**config.mk**
```make
export PLATFORM = sky130hd
export DESIGN_NAME = bft_cell
export DESIGN_NICKNAME = d
export VERILOG_FILES = /design/src/design/bidirectional_flow_table_unit_macros.svh /design/src/design/bft_pkg.sv /design/src/design/bft_cell.sv
export SDC_FILE = /design/constraint.sdc
export NUM_CORES = 1
export LEC_CHECK = 0
export BUFFER_PORTS_ARGS = -buffer_cell sky130_fd_sc_hd__buf_2
export CORE_ASPECT_RATIO = 0.6
export CORE_MARGIN = 4
export CORE_UTILIZATION = 48
export CTS_BUF_LIST = sky130_fd_sc_hd__clkbuf_16
export DETAILED_ROUTE_END_ITERATION = 10
export PLACE_DENSITY = 0.76
export SYNTH_ARGS = -nofsm -noshare
export SYNTH_HDL_FRONTEND = slang
export SYNTH_SLANG_ARGS = --single-unit
```
**constraint.sdc**
```tcl
create_clock -name clk_i -period 2.1 [get_ports clk_i]
set_input_delay 0.21 -clock clk_i [delete_from_list [all_inputs] [get_ports clk_i]]
set_output_delay 0.21 -clock clk_i [all_outputs]
set_load 0.005 [all_outputs]
```
**src/design/bidirectional_flow_table_unit_macros.svh**
```systemverilog
// Assertion helpers for the flow table unit.
`ifndef BIDIRECTIONAL_FLOW_TABLE_UNIT_MACROS_SVH
`define BIDIRECTIONAL_FLOW_TABLE_UNIT_MACROS_SVH

// Implication checked on every clock edge outside reset.
`define BFT_ASSERT_IMPL(label, clk, rst_n, ante, cons, msg) \
  label: assert property (@(posedge clk) disable iff (!rst_n) (ante) |-> (cons)) \
    else $error(msg);

// Implication whose consequent is checked in the next cycle.
`define BFT_ASSERT_NEXT(label, clk, rst_n, ante, cons, msg) \
  label: assert property (@(posedge clk) disable iff (!rst_n) (ante) |=> (cons)) \
    else $error(msg);

`endif

```
**src/design/bft_pkg.sv**
```systemverilog
`timescale 1ns / 1ps
package bft_pkg;
  localparam int unsigned DefTableEntries = 64;
  localparam int unsigned DefIdBits = 16;
  localparam int unsigned OutIdBits = 16;
  localparam int unsigned CountBits = 7;
  localparam int unsigned AddrBits = 64;
  localparam int unsigned PortBits = 16;

  typedef enum logic [1:0] {
    OP_ADD    = 2'd0,
    OP_LOOKUP = 2'd1,
    OP_REMOVE = 2'd2,
    OP_SPARE  = 2'd3
  } op_e;

  typedef enum logic [1:0] {
    ST_IDLE  = 2'd0,
    ST_SCAN  = 2'd1,
    ST_WRITE = 2'd2,
    ST_OUT   = 2'd3
  } state_e;

  // direction-independent key
  typedef struct packed {
    logic                v6;
    logic [AddrBits-1:0] a1_hi;
    logic [AddrBits-1:0] a1_lo;
    logic [AddrBits-1:0] a2_hi;
    logic [AddrBits-1:0] a2_lo;
    logic [PortBits-1:0] p1;
    logic [PortBits-1:0] p2;
  } key_t;

  // command from the sequencer to the cell row
  typedef struct packed {
    logic load;   // latch a new key into cell inputs
    logic write;  // commit add / remove in the selected cell
  } cell_ctl_t;
endpackage

```
**src/design/bft_cell.sv**
```systemverilog
`timescale 1ns / 1ps
// One table entry. Compares its stored key against the broadcast key and
// forms its part of the first-match / first-free priority chains.
module bft_cell
  import bft_pkg::*;
#(
  parameter int unsigned IdBits = DefIdBits
) (
  input  logic              clk_i,
  input  logic              rst_ni,
  input  key_t              key_i,
  input  logic [IdBits-1:0] id_i,
  input  logic              wr_add_i,   // add new key here
  input  logic              wr_id_i,    // overwrite id here
  input  logic              wr_del_i,   // invalidate here
  input  logic              hit_in_i,   // earlier cell already matched
  input  logic              free_in_i,  // earlier cell already free
  output logic              hit_out_o,
  output logic              free_out_o,
  output logic              match_o,
  output logic              first_free_o,
  output logic [IdBits-1:0] id_o
);
  logic              valid_q;
  key_t              key_q;
  logic [IdBits-1:0] id_q;
  logic              eq;

  always_ff @(posedge clk_i or negedge rst_ni) begin
    if (!rst_ni) begin
      valid_q <= 1'b0;
    end else if (wr_add_i) begin
      valid_q <= 1'b1;
    end else if (wr_del_i) begin
      valid_q <= 1'b0;
    end
  end

  always_ff @(posedge clk_i) begin
    if (wr_add_i) key_q <= key_i;
    if (wr_add_i || wr_id_i) id_q <= id_i;
  end

  assign eq           = valid_q && (key_q == key_i);
  assign match_o      = eq && !hit_in_i;
  assign first_free_o = !valid_q && !free_in_i;
  assign hit_out_o    = hit_in_i || eq;
  assign free_out_o   = free_in_i || !valid_q;
  assign id_o         = id_q;
endmodule
```
# Word level (Yosys, flattened, before mapping)
# Index checks and enable logic that the tools add are counted.
# op_classes
n_eq_ne,1
n_mux,2
reduce_logical,10
# op_table
op,count
289-bit equality test,1
1-bit logical AND,3
1-bit zero test,3
1-bit logical OR,3
1-bit 2-to-1 mux,2
2-bit nonzero test,1
# totals
ff_bits,306
input_bits,312
output_inout_bits,20

# Longest topological paths before layout
# depth
depth_word,3
mapped_depth,6

# Worst setup path before layout
# OpenSTA, ideal clock, no wires.
# synth_path
path_type,register to output
start,register key_q[193] in the netlist's numbering
end,output hit_out_o
t_arrival_ns,1.958
required_time_ns,1.890
slack_ns,-0.068
stages_incl_launch_ff,6
cell_sequence,edfxtp_1 > a2111o_1 > nor4_1 > nand4_1 > or4_4 > o31ai_1
# synth_between
elab_chain_len,3
# synth_lines
element,line,rtl
from (decl),bft_cell.sv:25,key_t key_q;
from (signal assigned),bft_cell.sv:40,if (wr_add_i) key_q <= key_i;
289-bit equality test,bft_cell.sv:44,assign eq = valid_q && (key_q == key_i);
1-bit logical AND,bft_cell.sv:44,
1-bit logical OR,bft_cell.sv:47,assign hit_out_o = hit_in_i || eq;
to (decl),bft_cell.sv:18,"output logic hit_out_o,"
# No other way between the ends.

# Worst setup path in the final report
# layout_path
start,register key_q[204] in the netlist's numbering
end,output hit_out_o
# Same word-level chain as after synthesis.

==> flow_metrics.py <==
metrics = {
    "yosys": {
        "ys_ff_latch": 306,
        "yosysWarnings": 0,
        "synth_top_area_share_pct": 70.9,
        "synth.avg_cell_area_um2": 15.4,
        "postSynth.asyncResetShare_pct": 0.327,
        "synthesis.area_um2": 12900,
        "synth_edf_count": 305,
        "syn_inst": 839,
        "synth_nets": 1151,
        "ys.flop_type": "edfxtp_1",
        "ys_seq_area_share_pct": 71.1,
        "yosys-top-cells-area": "edfxtp_1, xnor2_1, xor2_1",
        "synth_cell_type_count": 35,
        "synth_top_cell_by_area": "edfxtp_1",
    },
    "route": {
        "routed.top_layer": "met5",
        "met3_length_um": 4630,
        "first_pass_iters": 6,
        "drc": 0,
        "wl_um": 43300,
        "dr_wl_met2_um": 19900,
        "drtAntennaViolNets": 0,
        "avgViaCountPerCell": 5.15,
        "wl_per_cell_um": 21.3,
        "drt_iter0_drc": 797,
        "met1Wirelength_um": 17100,
        "vias": 10451,
    },
    "final_layout": {
        "area_delta_synth_final_pct": 55.6,
        "drive_above_1_share_pct": 31.1,
        "nets": 1950,
    },
    "critical_path": {
        "crit_type": "register to output port",
        "worst-path-buf-inv": 2,
        "cp_max_fo": 2,
        "critPathMaxStageDelay_ns": 0.64,
        "cp_common_cell": "nand4_1",
        "cp.required_ns": 1.89,
        "cp_top_family": "simple AND/OR/NAND/NOR gates",
        "cp-end-kind": "output port",
        "slowest_stage": "or4_4",
        "critPathArrivalTime_ns": 2.95,
        "crit_chain": "xnor2_2 > nand4_1 > nor4_2 > buf_4 > nand4_1 > or4_4 > o31ai_4 > buf_2",
        "start_kind": "register",
    },
    "sta": {
        "fin_crit_ns": 3.16,
        "finClkSkew_ns": 0,
        "slew_headroom_pct": 61.3,
        "finalHoldViolCount": 0,
        "tns_ns": -2.07,
        "setup_viol": 2,
        "min_period_over_period_pct": 150,
        "setup_slack_ns": -1.06,
        "slew_violations": 0,
        "worstMarginPinSlew_ns": 0.566,
        "grt_setup_unrepaired": "true",
        "fmax_ghz": 0.317,
    },
    "clock_network": {
        "cts_max_level": 1,
        "cts_root_buf": "clkbuf_16",
        "insertion_delay_ns": 0.55,
        "clock_sinks": 306,
        "cts_tree": "built",
        "cts_buffers": 29,
        "clk_pin_slew_ns": 0.07,
        "cts.path.max_buffers": 3,
        "post-cts-setup-buffers": 0,
    },
    "grt": {
        "grt_max_degree": 66,
        "gr-total-overflow": 0,
        "grt_antenna_before_repair": 22,
        "grt_pass1_vias": 11171,
        "grt_use_total_pct": 28.6,
        "grt_pass1_wl_um": 63900,
    },
    "floorplan": {
        "fp.dieW_um": 220,
        "rows": 46,
        "dieArea_um2": 29700,
        "die_y_um": 135,
        "start_util_pct": 48.8,
        "coreArea_um2": 26500,
        "pin_count": 332,
    },
    "pwr": {
        "p_leak_uw": 0.00809,
        "power_density_nw_per_um2": 725,
        "irDropWorstVdd_v": 0.000653,
    },
    "hold_path": {
        "min_path_type": "primary input to register",
    },
    "run": {
        "drv_cap": 0,
    },
    "status": {
        "violations": "negative setup slack",
        "status": "finished with violations",
    },
    "place": {
        "io_buffer_count": 331,
        "dp_hpwl_um": 27500,
        "place.gp.congestion": 0.902,
        "pre_cts_ws_ns": -0.458,
    },
}
## repair_timing
action | CTS | global route
cloned | 0 | 0
gates resized for setup | 5 | 13
endpoints found under the setup margin | 2 | 2
endpoints found under the hold margin | 307 | 0
pin swaps | 2 | 6
hold buffers | 308 | 0
## state kept, by name (all words and copies together) (netlist names)
name / count
valid_q: 1
key_q: 289
id_o: 16
## path summary, 6_finish.rpt
path / from / to / slack, ns / cells past startpoint
max in group asynchronous: rst_ni / valid_q / 1.49 / 3
min in group asynchronous: rst_ni / valid_q / 0.51 / 3
setup reg to reg: valid_q / valid_q / 1.27 / 2
hold reg to reg: valid_q / valid_q / 0.67 / 2
setup / recovery: key_q[204] / hit_out_o / -1.06 / 8
hold / removal: wr_add_i / key_q[83] / 0.06 / 1
## metal layers
layer / vias to the layer above / GRT usage, %
met2: 502 / 45.5
met5: - / 0
li1: 4773 / -
met4: 22 / 8.71
met3: 102 / 9.51
met1: 5052 / 37.6
## report_power, final
group          total, uW  switching [uW]  internal [uW]
logic               2160             945           1210
clock network       4910            2310           2610
registers           7500             231           7270
total              14600            3480          11100
## stage by stage
stage / util, % / std cells / instance area (um^2) / hold slack, ns / total power [uW]
floorplan: - / 839 / 12900 / -0.0856 / 8170
global placement: 60.7 / 1659 / 16100 / -0.0127 / 9130
detailed placement: 60.7 / 1659 / 16100 / -0.00946 / 9200
CTS: 75.6 / 2018 / 20000 / 0.0603 / 14400
global route: 76.0 / 2029 / 20100 / 0.0558 / 15100
finish: 76.0 / 2029 / 20100 / 0.0600 / 14600
## cells by family (layout without fill, tap and decap cells)
logic type             count (synthesis)  after routing  synth area share [%]
AND/OR/NAND/NOR                      191            191                  9.44
flip-flops                           306            306                  71.1
AO/OA/AOI/OAI                         87             87                  5.50
other                                  0             11                     0
buffers and inverters                 85            904                  2.47
XOR/XNOR                             170            170                  11.5
## area by class of cell
class	count	area (um^2)
Multi-Input combinational cell	448	3520
Clock inverter	22	118
Inverter	85	319
Antenna cell	11	27.5
Fill cell	1619	6360
Timing Repair Buffer	768	5770
Clock buffer	29	726
Sequential cell	306	9180
Tap cell	360	450
## cells in the mapped netlist, types with 2 or more instances
master / instances
nand4_1: 36
a221oi_1: 5
o2bb2ai_1: 5
o2111ai_1: 12
clkinv_1: 2
nand3_1: 3
a2111oi_0: 15
a22oi_1: 2
o221ai_1: 2
xnor2_1: 102
a22o_1: 6
inv_2: 3
nand2b_1: 36
nor4_1: 33
xor2_1: 68
o22ai_1: 28
edfxtp_1: 305
nor2b_1: 67
nor4_2: 2
nand2_1: 2
or4_1: 3
a2111o_1: 9
inv_1: 80
nor2_1: 2
## placed cells by master (no fill, tap or decap), types with 6 or more instances in the layout
cell type,instances
clkbuf_16,29
dlygate4sd3_1,308
xnor2_1,101
buf_2,330
a2111o_1,9
nand4_1,36
xor2_1,68
o2111ai_1,12
edfxtp_1,305
a2111oi_0,10
a22o_1,6
nor4_2,9
nor2b_1,66
o22ai_1,28
nor4_1,25
nand2b_1,36
diode_2,11
buf_4,125
clkinv_1,10
inv_1,88
Note: power is estimated with default switching activity, not from simulation.
